### src/lfs_pkg.sv
`default_nettype none
package lfs_pkg;

	localparam int SAMPLE_BITS = 10;
	localparam int THR_W       = 10;
	localparam int LIMIT_W     = 7;
	localparam int DRIVE_W     = 9;
	localparam int SEG_W       = 7;
	localparam int SENS_W      = 4;
	localparam int CFG_IDX_W   = 2;
	localparam int CFG_DATA_W  = 10;
	localparam int DIGITS      = 4;
	localparam int CMP_W       = (SAMPLE_BITS > THR_W) ? SAMPLE_BITS : THR_W;

	localparam logic [THR_W-1:0]   THR_RESET   = THR_W'(970);
	localparam logic [LIMIT_W-1:0] LIMIT_RESET = LIMIT_W'(100);
	localparam logic [LIMIT_W-1:0] LOST_MAX    = LIMIT_W'(127);

	localparam logic [DRIVE_W-1:0] DRIVE_HALT = DRIVE_W'(230);
	localparam logic [DRIVE_W-1:0] DRIVE_FAST = DRIVE_W'(258);
	localparam logic [DRIVE_W-1:0] DRIVE_SLOW = DRIVE_W'(155);
	localparam logic [DRIVE_W-1:0] DRIVE_MAX  = DRIVE_W'(312);
	localparam logic [DRIVE_W-1:0] DRIVE_TURN = DRIVE_W'(233);

	// sensor patterns, bit3 is sensor one
	localparam logic [SENS_W-1:0] SNS_NONE      = 4'b0000;
	localparam logic [SENS_W-1:0] SNS_CENTER    = 4'b1001;
	localparam logic [SENS_W-1:0] SNS_PAIR_HIGH = 4'b1100;
	localparam logic [SENS_W-1:0] SNS_PAIR_LOW  = 4'b0011;
	localparam logic [SENS_W-1:0] SNS_EDGE_HIGH = 4'b1000;
	localparam logic [SENS_W-1:0] SNS_EDGE_LOW  = 4'b0001;

	typedef enum logic [CFG_IDX_W-1:0] {
		CFG_START_THR  = 2'd0,
		CFG_LOST_LIMIT = 2'd1
	} cfg_idx_t;

	typedef enum logic [3:0] {
		MODE_IDLE       = 4'd0,
		MODE_STRAIGHT   = 4'd1,
		MODE_RIGHT      = 4'd2,
		MODE_HARD_RIGHT = 4'd3,
		MODE_LEFT       = 4'd5,
		MODE_HARD_LEFT  = 4'd6,
		MODE_STOP       = 4'd8
	} mode_t;

	typedef logic [3:0] digit_t;

	typedef struct packed {
		logic [SENS_W-1:0]      sensors;
		logic                   start_button;
		logic [SAMPLE_BITS-1:0] sound_sample;
	} item_t;

	typedef struct packed {
		logic [DRIVE_W-1:0] left_compare;
		logic [DRIVE_W-1:0] right_compare;
		logic [3:0]         mode_now;
		logic [SEG_W-1:0]   ones_segments;
		logic [SEG_W-1:0]   tens_segments;
	} result_t;

	typedef struct packed {
		logic [THR_W-1:0]   start_thr;
		logic [LIMIT_W-1:0] lost_limit;
	} cfg_t;

	function automatic logic [SEG_W-1:0] seg7(input digit_t d);
		logic [SEG_W-1:0] s;
		case (d)
			4'd0:    s = 7'h3F;
			4'd1:    s = 7'h06;
			4'd2:    s = 7'h5B;
			4'd3:    s = 7'h4F;
			4'd4:    s = 7'h66;
			4'd5:    s = 7'h6D;
			4'd6:    s = 7'h7D;
			4'd7:    s = 7'h07;
			4'd8:    s = 7'h7F;
			4'd9:    s = 7'h6F;
			default: s = '0;
		endcase
		return s;
	endfunction

endpackage
`default_nettype wire

### src/lfs_item_if.sv
`default_nettype none
interface lfs_item_if;
	import lfs_pkg::*;

	logic                   valid;
	logic                   ready;
	logic [SENS_W-1:0]      sensors;
	logic                   start_button;
	logic [SAMPLE_BITS-1:0] sound_sample;

	modport source (output valid, output sensors, output start_button, output sound_sample,
		input ready);
	modport sink (input valid, input sensors, input start_button, input sound_sample,
		output ready);
endinterface
`default_nettype wire

### src/lfs_result_if.sv
`default_nettype none
interface lfs_result_if;
	import lfs_pkg::*;

	logic               valid;
	logic               ready;
	logic [DRIVE_W-1:0] left_compare;
	logic [DRIVE_W-1:0] right_compare;
	logic [3:0]         mode_now;
	logic [SEG_W-1:0]   ones_segments;
	logic [SEG_W-1:0]   tens_segments;

	modport source (output valid, output left_compare, output right_compare,
		output mode_now, output ones_segments, output tens_segments, input ready);
	modport sink (input valid, input left_compare, input right_compare,
		input mode_now, input ones_segments, input tens_segments, output ready);
endinterface
`default_nettype wire

### src/lfs_cfg_if.sv
`default_nettype none
interface lfs_cfg_if;
	import lfs_pkg::*;

	logic                  valid;
	logic                  ready;
	logic [CFG_IDX_W-1:0]  index;
	logic [CFG_DATA_W-1:0] data;

	modport source (output valid, output index, output data, input ready);
	modport sink (input valid, input index, input data, output ready);
endinterface
`default_nettype wire

### src/line_follower_steering_fsm.sv
`default_nettype none
// Line-follower steering controller. Each transfer on item is one control pass; it yields
// exactly one transfer on result with the servo compare values, the new mode and the
// seven-segment codes of the distance shown in hundreds. The input transfer loads the
// input register; the mode logic then loads the result register when that is empty or
// being taken, so a stall on result holds the pass there. A new item is taken every cycle,
// limited only by the result ready.
// Registers on cfg (index 0 start sound threshold, 1 lost-line limit) are written
// directly and must only change while no item is in flight.
module line_follower_steering_fsm (
	input  wire logic clk,
	input  wire logic arst_n,
	lfs_item_if.sink     item,
	lfs_result_if.source result,
	lfs_cfg_if.sink      cfg
);
	import lfs_pkg::*;

	item_t   item_s1;
	logic    valid_s1;
	result_t res_s2;
	logic    valid_s2;
	result_t res_next;
	cfg_t    cfg_q;
	logic    step;
	logic    take;

	assign step       = valid_s1 && (!valid_s2 || result.ready);
	assign item.ready = !valid_s1 || step;
	assign take       = item.valid && item.ready;
	assign cfg.ready  = 1'b1;

	always_ff @(posedge clk or negedge arst_n) begin
		if (!arst_n) begin
			cfg_q.start_thr  <= THR_RESET;
			cfg_q.lost_limit <= LIMIT_RESET;
		end else if (cfg.valid) begin
			unique case (cfg.index)
				CFG_START_THR:  cfg_q.start_thr  <= cfg.data[THR_W-1:0];
				CFG_LOST_LIMIT: cfg_q.lost_limit <= cfg.data[LIMIT_W-1:0];
				default: ;
			endcase
		end
	end

	always_ff @(posedge clk or negedge arst_n) begin
		if (!arst_n) begin
			valid_s1 <= 1'b0;
			valid_s2 <= 1'b0;
		end else begin
			if (take) begin
				valid_s1 <= 1'b1;
			end else if (step) begin
				valid_s1 <= 1'b0;
			end
			if (step) begin
				valid_s2 <= 1'b1;
			end else if (result.ready) begin
				valid_s2 <= 1'b0;
			end
		end
	end

	always_ff @(posedge clk) begin
		if (take) begin
			item_s1.sensors      <= item.sensors;
			item_s1.start_button <= item.start_button;
			item_s1.sound_sample <= item.sound_sample;
		end
		if (step) begin
			res_s2 <= res_next;
		end
	end

	lfs_core u_core (
		.clk    (clk),
		.arst_n (arst_n),
		.step   (step),
		.item   (item_s1),
		.cfg    (cfg_q),
		.res    (res_next)
	);

	assign result.valid         = valid_s2;
	assign result.left_compare  = res_s2.left_compare;
	assign result.right_compare = res_s2.right_compare;
	assign result.mode_now      = res_s2.mode_now;
	assign result.ones_segments = res_s2.ones_segments;
	assign result.tens_segments = res_s2.tens_segments;

endmodule
`default_nettype wire

### src/lfs_core.sv
`default_nettype none
module lfs_core (
	input  wire logic            clk,
	input  wire logic            arst_n,
	input  wire logic            step,
	input  wire lfs_pkg::item_t  item,
	input  wire lfs_pkg::cfg_t   cfg,
	output lfs_pkg::result_t     res
);
	import lfs_pkg::*;

	mode_t              mode_q, mode_d;
	digit_t             dist_q [DIGITS];
	digit_t             dist_d [DIGITS];
	logic [LIMIT_W-1:0] lost_q, lost_d;
	logic [DRIVE_W-1:0] left_q, left_d;
	logic [DRIVE_W-1:0] right_q, right_d;
	logic               start_go;
	logic               carry;

	assign start_go = item.start_button ||
		(CMP_W'(item.sound_sample) > CMP_W'(cfg.start_thr));

	always_comb begin
		mode_d  = mode_q;
		lost_d  = lost_q;
		left_d  = left_q;
		right_d = right_q;
		carry   = 1'b0;
		for (int i = 0; i < DIGITS; i++) begin
			dist_d[i] = dist_q[i];
		end

		unique case (mode_q)
			MODE_IDLE: begin
				for (int i = 0; i < DIGITS; i++) begin
					dist_d[i] = '0;
				end
				left_d  = DRIVE_HALT;
				right_d = DRIVE_HALT;
			end
			MODE_STRAIGHT, MODE_RIGHT, MODE_LEFT: begin
				// decimal counter, wraps at 10000
				carry = 1'b1;
				for (int i = 0; i < DIGITS; i++) begin
					if (carry) begin
						if (dist_q[i] == 4'd9) begin
							dist_d[i] = '0;
						end else begin
							dist_d[i] = dist_q[i] + 4'd1;
							carry     = 1'b0;
						end
					end
				end
				if (mode_q == MODE_STRAIGHT) begin
					left_d  = DRIVE_FAST;
					right_d = DRIVE_SLOW;
				end else if (mode_q == MODE_RIGHT) begin
					left_d  = DRIVE_MAX;
					right_d = DRIVE_TURN;
					lost_d  = '0;
				end else begin
					left_d  = DRIVE_TURN;
					right_d = DRIVE_SLOW;
					lost_d  = '0;
				end
			end
			MODE_HARD_RIGHT: begin
				left_d  = DRIVE_FAST;
				right_d = DRIVE_FAST;
				lost_d  = '0;
			end
			MODE_HARD_LEFT: begin
				left_d  = DRIVE_SLOW;
				right_d = DRIVE_SLOW;
				lost_d  = '0;
			end
			default: ;
		endcase

		unique case (mode_q)
			MODE_IDLE: begin
				if (start_go) mode_d = MODE_STRAIGHT;
			end
			MODE_STRAIGHT: begin
				case (item.sensors)
					SNS_PAIR_HIGH: mode_d = MODE_RIGHT;
					SNS_PAIR_LOW:  mode_d = MODE_LEFT;
					SNS_EDGE_LOW:  mode_d = MODE_HARD_LEFT;
					SNS_EDGE_HIGH: mode_d = MODE_HARD_RIGHT;
					SNS_NONE:      mode_d = MODE_STOP;
					default: ;
				endcase
			end
			MODE_LEFT: begin
				case (item.sensors)
					SNS_CENTER:    mode_d = MODE_STRAIGHT;
					SNS_PAIR_HIGH: mode_d = MODE_RIGHT;
					SNS_EDGE_LOW:  mode_d = MODE_HARD_LEFT;
					SNS_EDGE_HIGH: mode_d = MODE_HARD_RIGHT;
					SNS_NONE:      mode_d = MODE_STOP;
					default: ;
				endcase
			end
			MODE_RIGHT: begin
				case (item.sensors)
					SNS_CENTER:    mode_d = MODE_STRAIGHT;
					SNS_PAIR_LOW:  mode_d = MODE_LEFT;
					SNS_EDGE_HIGH: mode_d = MODE_HARD_RIGHT;
					SNS_EDGE_LOW:  mode_d = MODE_HARD_LEFT;
					SNS_NONE:      mode_d = MODE_STOP;
					default: ;
				endcase
			end
			MODE_HARD_RIGHT: begin
				case (item.sensors)
					SNS_CENTER:    mode_d = MODE_STRAIGHT;
					SNS_EDGE_LOW:  mode_d = MODE_HARD_LEFT;
					SNS_PAIR_LOW:  mode_d = MODE_LEFT;
					SNS_EDGE_HIGH: mode_d = MODE_RIGHT;
					SNS_NONE:      mode_d = MODE_STOP;
					default: ;
				endcase
			end
			MODE_HARD_LEFT: begin
				case (item.sensors)
					SNS_CENTER:    mode_d = MODE_STRAIGHT;
					SNS_EDGE_HIGH: mode_d = MODE_HARD_RIGHT;
					SNS_PAIR_HIGH: mode_d = MODE_RIGHT;
					SNS_EDGE_LOW:  mode_d = MODE_LEFT;
					SNS_NONE:      mode_d = MODE_STOP;
					default: ;
				endcase
			end
			MODE_STOP: begin
				if (lost_q >= cfg.lost_limit) begin
					left_d  = DRIVE_HALT;
					right_d = DRIVE_HALT;
					lost_d  = '0;
					mode_d  = MODE_IDLE;
				end else begin
					mode_d = MODE_STRAIGHT;
				end
			end
			default: mode_d = MODE_IDLE;
		endcase

		// line lost from a driving mode, count saturates
		if (mode_q != MODE_IDLE && mode_q != MODE_STOP && mode_d == MODE_STOP &&
				lost_d != LOST_MAX) begin
			lost_d = lost_d + LIMIT_W'(1);
		end
	end

	always_ff @(posedge clk or negedge arst_n) begin
		if (!arst_n) begin
			mode_q  <= MODE_IDLE;
			lost_q  <= '0;
			left_q  <= DRIVE_HALT;
			right_q <= DRIVE_HALT;
			for (int i = 0; i < DIGITS; i++) begin
				dist_q[i] <= '0;
			end
		end else if (step) begin
			mode_q  <= mode_d;
			lost_q  <= lost_d;
			left_q  <= left_d;
			right_q <= right_d;
			for (int i = 0; i < DIGITS; i++) begin
				dist_q[i] <= dist_d[i];
			end
		end
	end

	// displayed value is the hundreds and thousands digits
	assign res.left_compare  = left_d;
	assign res.right_compare = right_d;
	assign res.mode_now      = mode_d;
	assign res.ones_segments = seg7(dist_d[2]);
	assign res.tens_segments = seg7(dist_d[3]);

	a_idle_clears_dist: assert property (@(posedge clk) disable iff (!arst_n)
		step && mode_q == MODE_IDLE |=> dist_q[0] == '0 && dist_q[1] == '0 &&
			dist_q[2] == '0 && dist_q[3] == '0)
		else $error("distance not cleared by idle pass");

	a_stop_exits: assert property (@(posedge clk) disable iff (!arst_n)
		step && mode_q == MODE_STOP |=> mode_q == MODE_IDLE || mode_q == MODE_STRAIGHT)
		else $error("stop mode did not leave to idle or straight");

	a_digits_decimal: assert property (@(posedge clk) disable iff (!arst_n)
		dist_q[0] <= 4'd9 && dist_q[1] <= 4'd9 && dist_q[2] <= 4'd9 && dist_q[3] <= 4'd9)
		else $error("distance digit out of decimal range");

	a_hold_without_step: assert property (@(posedge clk) disable iff (!arst_n)
		!step |=> $stable(mode_q) && $stable(lost_q) && $stable(left_q))
		else $error("state changed without a pass");

endmodule
`default_nettype wire

### src/flat_wrapper.sv
// flat-port wrapper written by rule: the top's interface ports become plain ports
module line_follower_steering_fsm_flat import lfs_pkg::*;
  (clk, arst_n, item_valid, item_sensors, item_start_button, item_sound_sample, item_ready, result_valid, result_left_compare, result_right_compare, result_mode_now, result_ones_segments, result_tens_segments, result_ready, cfg_valid, cfg_index, cfg_data, cfg_ready);
  lfs_item_if item_i ();
  lfs_result_if result_i ();
  lfs_cfg_if cfg_i ();
  input  wire logic clk;
  input  wire logic arst_n;
  input wire logic [$bits(item_i.valid)-1:0] item_valid;
  input wire logic [$bits(item_i.sensors)-1:0] item_sensors;
  input wire logic [$bits(item_i.start_button)-1:0] item_start_button;
  input wire logic [$bits(item_i.sound_sample)-1:0] item_sound_sample;
  output wire logic [$bits(item_i.ready)-1:0] item_ready;
  output wire logic [$bits(result_i.valid)-1:0] result_valid;
  output wire logic [$bits(result_i.left_compare)-1:0] result_left_compare;
  output wire logic [$bits(result_i.right_compare)-1:0] result_right_compare;
  output wire logic [$bits(result_i.mode_now)-1:0] result_mode_now;
  output wire logic [$bits(result_i.ones_segments)-1:0] result_ones_segments;
  output wire logic [$bits(result_i.tens_segments)-1:0] result_tens_segments;
  input wire logic [$bits(result_i.ready)-1:0] result_ready;
  input wire logic [$bits(cfg_i.valid)-1:0] cfg_valid;
  input wire logic [$bits(cfg_i.index)-1:0] cfg_index;
  input wire logic [$bits(cfg_i.data)-1:0] cfg_data;
  output wire logic [$bits(cfg_i.ready)-1:0] cfg_ready;
  assign item_i.valid = item_valid;
  assign item_i.sensors = item_sensors;
  assign item_i.start_button = item_start_button;
  assign item_i.sound_sample = item_sound_sample;
  assign item_ready = item_i.ready;
  assign result_valid = result_i.valid;
  assign result_left_compare = result_i.left_compare;
  assign result_right_compare = result_i.right_compare;
  assign result_mode_now = result_i.mode_now;
  assign result_ones_segments = result_i.ones_segments;
  assign result_tens_segments = result_i.tens_segments;
  assign result_i.ready = result_ready;
  assign cfg_i.valid = cfg_valid;
  assign cfg_i.index = cfg_index;
  assign cfg_i.data = cfg_data;
  assign cfg_ready = cfg_i.ready;
  line_follower_steering_fsm u_core (.clk(clk), .arst_n(arst_n), .item(item_i), .result(result_i), .cfg(cfg_i));
endmodule
### config.mk
export PLATFORM = sky130hd
export DESIGN_NAME = line_follower_steering_fsm_flat
export DESIGN_NICKNAME = d
export VERILOG_FILES = /design/src/lfs_pkg.sv /design/src/lfs_item_if.sv /design/src/lfs_result_if.sv /design/src/lfs_cfg_if.sv /design/src/line_follower_steering_fsm.sv /design/src/lfs_core.sv /design/src/flat_wrapper.sv
export SDC_FILE = /design/constraint.sdc
export NUM_CORES = 1
export LEC_CHECK = 0
export BUFFER_PORTS_ARGS = -buffer_cell sky130_fd_sc_hd__buf_4
export CAP_MARGIN = 30
export CORE_MARGIN = 3
export CORE_UTILIZATION = 50
export DETAILED_ROUTE_END_ITERATION = 16
export MAX_ROUTING_LAYER = met4
export PLACE_DENSITY = 0.77
export SYNTH_ARGS = -nofsm -noshare
export SYNTH_HDL_FRONTEND = slang
export SYNTH_SLANG_ARGS = --single-unit
### constraint.sdc
create_clock -name clk -period 4.65 [get_ports clk]
set_clock_uncertainty 0.2 [all_clocks]
set_input_delay 0 -clock clk [delete_from_list [all_inputs] [get_ports clk]]
set_output_delay 0 -clock clk [all_outputs]
set_load 0.05 [all_outputs]
* After elaboration in Yosys (flattened, before gate mapping)
Memories as Yosys holds them, arrays and structs flattened. A register that Yosys moved wholly into a read port is not among the register bits. Index checks and enable logic that the tools add are counted.
Word-level totals: register bits after elaboration 101, ROM bits 224, input port bits 32, word-level logic and storage cells 113, memories 2
Memories:
- (name not given) | depth 16, bits a word 7, rd ports 1, clocked after memory_dff 1, wr ports 0, line lfs_pkg.sv:71 | case (d)
- (name not given) | depth 16, bits a word 7, rd ports 1, clocked after memory_dff 1, wr ports 0, line lfs_pkg.sv:71
Cells by class: $add $sub $neg 5, magnitude comparators 2, equality and inequality tests 20, mux-type cells 43, reduce and logical (&&, ||, !) cells 23
Operator list (count):
- one-hot mux 4 bit (5 select lines) | 5
- one-hot mux 9 bit (4 select lines) | 2
- 2-to-1 mux 9 bit | 6
- 2-to-1 mux 7 bit | 6
- == test 4 bit (second input constant) | 9
- 2-to-1 mux 4 bit | 8
- one-hot mux 16 bit (2 select lines) | 1
- one-hot mux 4 bit (7 select lines) | 1
- adder 4 x 1 -> 4 bit (second input constant) | 4
- one-hot mux 7 bit (2 select lines) | 1
- 2-to-1 mux 1 bit | 13
- == test 4 x 2 -> 1 bit (second input constant) | 3
- greater-than comparator 10 bit | 1
- == test 4 x 1 -> 1 bit (second input constant) | 2
- == test 4 x 3 -> 1 bit (second input constant) | 2
- zero test 4 bit | 2
- adder 7 x 1 -> 7 bit (second input constant) | 1
- greater-or-equal comparator 7 bit | 1
- != test 7 bit (second input constant) | 1
- AND reduction 2 bit | 3
- nonzero test 2 bit | 3
- logical AND 1 bit | 5
- != test 4 bit (second input constant) | 1
- nonzero test 4 bit | 1
- 8 further kinds | 11

* Depth between registers and ports, before layout
depth after elaboration 9, depth in mapped cells 15, depth with buffers taken out 14

* Cells and area by module
A second synthesis with hierarchy kept.
Second synthesis, totals: cell total of the unflattened synthesis 620, area total of the unflattened synthesis 6520.0 um^2
By module, submodules not included:
- lfs_core | times used 1, cells each 522, area each 4225.3 um^2, seq. area each 1138.6 um^2
- line_follower_steering_fsm | times used 1, cells each 98, area each 2294.7 um^2, seq. area each 2018.2 um^2

* Worst setup path before layout
Ideal clock, no wire load.
kind flip-flop to flip-flop, from reg u_core.cfg_q[6] in the netlist's numbering, to reg u_core.u_core.lost_q[1], setup time 0.126 ns, data arrival time 3.320 ns, required time 4.324 ns, setup slack 1.004 ns, cell stages (with the launch flop) 15, clock period less this slack 3.646 ns, path through dfstp_2 -> inv_1 -> ha_1 -> and2_0 -> a221o_1 -> a41o_1 -> clkbuf_1 -> a21oi_1 -> and2_1 -> ha_1 -> nand4_1 -> nor3_1 -> o21ai_0 -> and4_1 -> a221o_1
Between the ends: cells in the longest elaborated chain, start to end 7
RTL lines:
- start: declaration | line line_follower_steering_fsm.sv:24 | cfg_t cfg_q;
- greater-or-equal comparator 7 bit (*) | line lfs_core.sv:136 | if (lost_q >= cfg.lost_limit) begin
- branches (longest 5 deep; another with adder 7 x 1 -> 7 bit)
- 2-to-1 mux 7 bit (*) | line lfs_core.sv:149 | if (mode_q != MODE_IDLE && mode_q != MODE_STOP && mode_d == MODE_STOP &&
- end signal: assignment | line lfs_core.sv:166 | lost_q <= lost_d;
- end: declaration | line lfs_core.sv:15 | logic [LIMIT_W-1:0] lost_q, lost_d;
Mark *: on every way between the ends. A chain may end at the register's enable or synchronous reset.

* Final worst setup path
Same ends and word-level chain as after synthesis.

==> impl.org <==
** Power
- VDD sags by at most 191 uV.
- Total power for the finished layout comes to 4180 uW.
- P_int :: 2690 uW
- Of the total power, the share spent switching nets is 0.355.
- The share of total power dissipated in the clock network is 0.297.
- Power density over the cells :: 527 mW/mm^2
- Of the total power, combinational logic draws 0.331.
- Share of power burned in registers :: 0.371
- In this run the static leakage power is 0.00339 uW.
- Switching Power :: 1480 uW

** Drt
- First-pass detailed-route iteration total :: 5
- Dividing the detail-routed wire length by the instance count gives 15.9 um.
- Dividing the detail-routed via count by the number of cells gives 5.66.
- Number of DRC violations after detailed routing :: 0
- Number of vias after detailed routing :: 5075
- After the first detailed-routing iteration, the DRC count stood at 432.
- Wire length after detailed routing :: 14200 um
- Antenna Nets Post-Route :: 0

** Die
- The die is 118 um wide.
- Die Footprint :: 0.0138 sq mm
- Area inside the core boundary :: 0.0121 sq mm
- Number of top-level pins :: 71
- The floorplan has 40 rows.
- The floorplan step set the die height to 118 um.
- Effective utilization at floorplan :: 0.514

** Worst hold path
- The worst hold path belongs to the class in2async.

** Critical path
- In this run the critical register-to-register path is launched from u_core.cfg_q[6]$_DFFE_PN1P_.
- The worst register-to-register path ends at u_core.u_core.lost_q[1]$_DFFE_PN0P_.
- Internal reg-to-reg setup slack :: 480 ps
- For the worst setup path, the data arrival time is 4270 ps.
- Startpoint types :: flip-flop
- Counting cells, the worst reg-to-reg path comes to 14.
- The critical path is of the reg2reg type.
- Last element of the critical path :: u_core.u_core.lost_q[1]$_DFFE_PN0P_
- Critical path startpoint :: u_core.cfg_q[6]$_DFFE_PN1P_
- For the worst setup path, the data required time is 4740 ps.
- Critical Path Sink Type :: flip-flop
- In this run the worst path has a maximum fanout of 9.

** Placement
- At the end of routability-driven placement, the weighted congestion stood at 0.906.
- Number of port buffers :: 69
- Half-perimeter wire length after detailed placement :: 9250 um

** Global routing
- The number of antenna violations at the first check in global routing came to 0.
- Residual overflow from global routing :: 0
- Vias in the first global route :: 5133
- Total routing usage reported by global routing :: 0.217
- The first global-routing pass estimated 23900 um of wire.
- Entering global routing, the biggest net connects 65 pins.

** Synthesis
- By count the netlist is led by sky130_fd_sc_hd__nand2_1 (59), sky130_fd_sc_hd__edfxtp_1 (51), sky130_fd_sc_hd__o21ai_0 (50), sky130_fd_sc_hd__dfrtp_1 (45), sky130_fd_sc_hd__nor2_1 (44).
- Counting flops with a built-in enable in the synthesized netlist gives 51.
- Sequential fraction of the synthesis area :: 0.507
- The average instance in the mapped netlist occupies 10.4 sq um.
- Cell area after technology mapping :: 0.00623 sq mm
- Leading cell types by total area after synthesis :: sky130_fd_sc_hd__edfxtp_1 (25%), sky130_fd_sc_hd__dfrtp_1 (18%), sky130_fd_sc_hd__dfstp_2 (8.0%)
- Area share of the largest cell type after synthesis :: 0.246
- Synthesis produced 600 cells.
- Combinational family with the most area after synthesis :: compound AO/OA/AOI/OAI gates
- Synth Area in Simple Gates :: 0.156
- Portion of netlist area occupied by mux cells :: 0.0349
- By instance count, the leading cell after synthesis is sky130_fd_sc_hd__nand2_1.
- Count of yosys warnings during synthesis :: 0
- Counting flops with an async set or reset pin after synthesis yields a share of 0.557.
- Fraction of the mapped netlist area in compound gates :: 0.180
- Counting distinct cell types in the post-synthesis netlist gives 74.
- Xor/xnor cell area share of the yosys netlist :: 0.00281
- The synthesized design spends more area on one cell type than any other, namely sky130_fd_sc_hd__edfxtp_1.
- Counting every net in the synthesized netlist gives 670.
- Counting flops and latches in the post-synthesis netlist gives 115.
- Of the total synthesized cell area, the portion taken by full adders, half adders and majority gates is 0.0763.
- For this run, the leading register cell type out of synthesis is sky130_fd_sc_hd__edfxtp_1.

** Finish
- Number of inserted filler cells in the final layout :: 952
- Fraction of final layout cells with drive strength greater than 1 :: 0.203
- Area added between synthesis and finish :: 27.2%
- Count of inserted antenna diode cells :: 0
- Final layout net count :: 786

** Timing
- Timing would allow up to 0.240 GHz.
- The number of hold violations in the final report came to 0.
- Subtracting the final worst setup slack from the clock period gives 4170 ps.
- Total negative setup slack :: 0 ps
- The worst pin sits at a relative slew slack of 0.354.
- Post-route clock period utilization :: 0.897
- Max Slew Vio Count :: 0
- Tightest Pin Transition :: 961 ps
- RSZ-0062 raised after global routing :: no
- Setup violations remaining at the end of the flow were counted as 0.

** Clock tree
- The number of gates resized after CTS was 0.
- TritonCTS created 17 clock buffers.
- After clock tree synthesis, the clock-pin slew on the worst setup and hold paths is 50 ps.
- Clk root buf :: sky130_fd_sc_hd__clkbuf_16
- The number of setup buffers added after CTS is 0.
- The clock tree synthesis step divided the H-tree into 4 levels.
- The clock net in this run drives a total of 115 sinks.
- Clock latency of the later-clocked register in the worst-skew pair :: 410 ps
- Buffer levels on the longest clock path :: 2
- CTS tree :: built

** Status
- Outcome :: finished, final reports clean

** Run
- Across the run, the number of max-cap violations was 0.
critical path: stages, from the launching register on:
cell and delay [ps]:
sky130_fd_sc_hd__dfstp_2 520, sky130_fd_sc_hd__inv_1 40, sky130_fd_sc_hd__ha_1 290, sky130_fd_sc_hd__and2_0 220, sky130_fd_sc_hd__a221o_1 350, sky130_fd_sc_hd__a41o_1 330
sky130_fd_sc_hd__nand2_1 220, sky130_fd_sc_hd__inv_1 90, sky130_fd_sc_hd__nor3_1 250, sky130_fd_sc_hd__ha_1 270, sky130_fd_sc_hd__nand4_1 150, sky130_fd_sc_hd__nor3_1 350
sky130_fd_sc_hd__o21ai_0 250, sky130_fd_sc_hd__and4_1 270, sky130_fd_sc_hd__a221o_1 250
power groups by stage:
stage | sequential [uW] | clock (uW) | combinational (uW)
after floorplan | 1690 | 0 | 822
after global placement | 1540 | 0 | 1280
after detailed placement | 1560 | 0 | 1320
after CTS | 1540 | 1260 | 1370
after global routing | 1580 | 1310 | 1520
final | 1550 | 1240 | 1380
layout make-up:
class	count	area, sq um	share of cell area
sequential	115	3160	0.398
multi-input combinational	422	2810	0.354
timing repair buffer	122	1040	0.131
clock buffer	27	524	0.0661
tap	168	210	0.0265
inverter	38	143	0.0180
clock inverter	5	50.0	0.00631
metrics by stage:
stage | instances | setup WS [ps] | util | hold WS, ps | instance area [sq um]
after floorplan | 600 | 1000 | - | -496 | 6230
after global placement | 816 | 859 | 0.567 | -49.1 | 6860
after global routing | 897 | 201 | 0.655 | 76.5 | 7930
final | 897 | 477 | 0.655 | 30.9 | 7930
after detailed placement | 816 | 572 | 0.567 | -40.8 | 6860
after CTS | 897 | 578 | 0.655 | 30.5 | 7930
kinds of logic (layout without fill, tap and decap cells):
logic type               after synthesis  count (layout)
flip-flops                           115             115
other                                  1               1
multiplexers                          20              20
AO/OA/AOI/OAI                        171             171
XOR/XNOR                               2               2
adder cells (fa/ha/maj)               38              38
AND/OR/NAND/NOR                      190             190
buffers and inverters                 63             192
cell usage in the layout (no fill, tap or decap), types with 3 or more instances in the layout:
master                           n
sky130_fd_sc_hd__nand3b_1        6
sky130_fd_sc_hd__nand2_1        59
sky130_fd_sc_hd__o2bb2ai_1       4
sky130_fd_sc_hd__clkbuf_8        4
sky130_fd_sc_hd__dlygate4sd3_1  49
sky130_fd_sc_hd__a21oi_1        38
sky130_fd_sc_hd__a31oi_1         9
sky130_fd_sc_hd__nand3_1        13
sky130_fd_sc_hd__o21ai_0        50
sky130_fd_sc_hd__mux2_2         13
sky130_fd_sc_hd__clkinv_2        4
sky130_fd_sc_hd__clkbuf_16      18
sky130_fd_sc_hd__a22o_1          8
sky130_fd_sc_hd__dfrtp_1        45
sky130_fd_sc_hd__nand2b_1       10
sky130_fd_sc_hd__nor2_1         44
sky130_fd_sc_hd__inv_2           3
sky130_fd_sc_hd__inv_1          33
sky130_fd_sc_hd__dfstp_2        19
sky130_fd_sc_hd__edfxtp_1       51
sky130_fd_sc_hd__nand4_1         7
sky130_fd_sc_hd__and3_1          7
sky130_fd_sc_hd__mux2i_1         6
sky130_fd_sc_hd__nor3_1         10
sky130_fd_sc_hd__clkbuf_1        5
sky130_fd_sc_hd__a211oi_1        3
sky130_fd_sc_hd__nor2b_1         8
sky130_fd_sc_hd__buf_4          73
sky130_fd_sc_hd__nor4_1          3
sky130_fd_sc_hd__o31ai_1         4
sky130_fd_sc_hd__and3b_1         5
sky130_fd_sc_hd__ha_1           38
sky130_fd_sc_hd__a21o_1         17
sky130_fd_sc_hd__or3_1           3
sky130_fd_sc_hd__a41oi_1         3
sky130_fd_sc_hd__a22oi_1         6
sequential cells by signal, indices dropped and copies added, names as in the netlist:
signal	count
u_core.u_core.mode_q	4
u_core.u_core.lost_q	7
u_core.result.tens_segments	7
u_core.result.ones_segments	7
u_core.cfg_q	17
u_core.result.mode_now	4
u_core.u_core.dist_q	16
u_core.result.right_compare	9
u_core.result.valid	1
u_core.item_s1	15
u_core.u_core.right_q	9
u_core.result.left_compare	9
u_core.u_core.left_q	9
u_core.valid_s1	1
how the worst min path moves through the flow:
stage	from	endpoint	slack, ps	depth (start not counted)
after global placement	arst_n	u_core.result.valid$_DFFE_PN0P_	-50	1
final	arst_n	u_core.result.valid$_DFFE_PN0P_	30	2
after global routing	cfg_valid	u_core.cfg_q[0]$_DFFE_PN0P_	80	3
after CTS	cfg_valid	u_core.cfg_q[3]$_DFFE_PN0P_	30	3
after detailed placement	arst_n	u_core.result.valid$_DFFE_PN0P_	-40	1
after floorplan	arst_n	u_core.cfg_q[0]$_DFFE_PN0P_	-500	0
repair_timing:
item | 4_1_cts | 5_1_grt
endpoints found under the setup margin | 0 | 0
hold buffers | 49 | 0
endpoints found under the hold margin | 98 | 0
per-layer routing:
metal / wire (um) / GRT usage / vias up / part of all wire
met4: 176 / 0.0733 / 0 / 0.012
met2: 7260 / 0.363 / 199 / 0.51
met1: 6010 / 0.256 / 2433 / 0.42
met3: 784 / 0.0543 / 17 / 0.055
met5: 0 / - / - / 0
li1: - / - / 2426 / -
No activity file was read; power rests on OpenSTA's default activity.
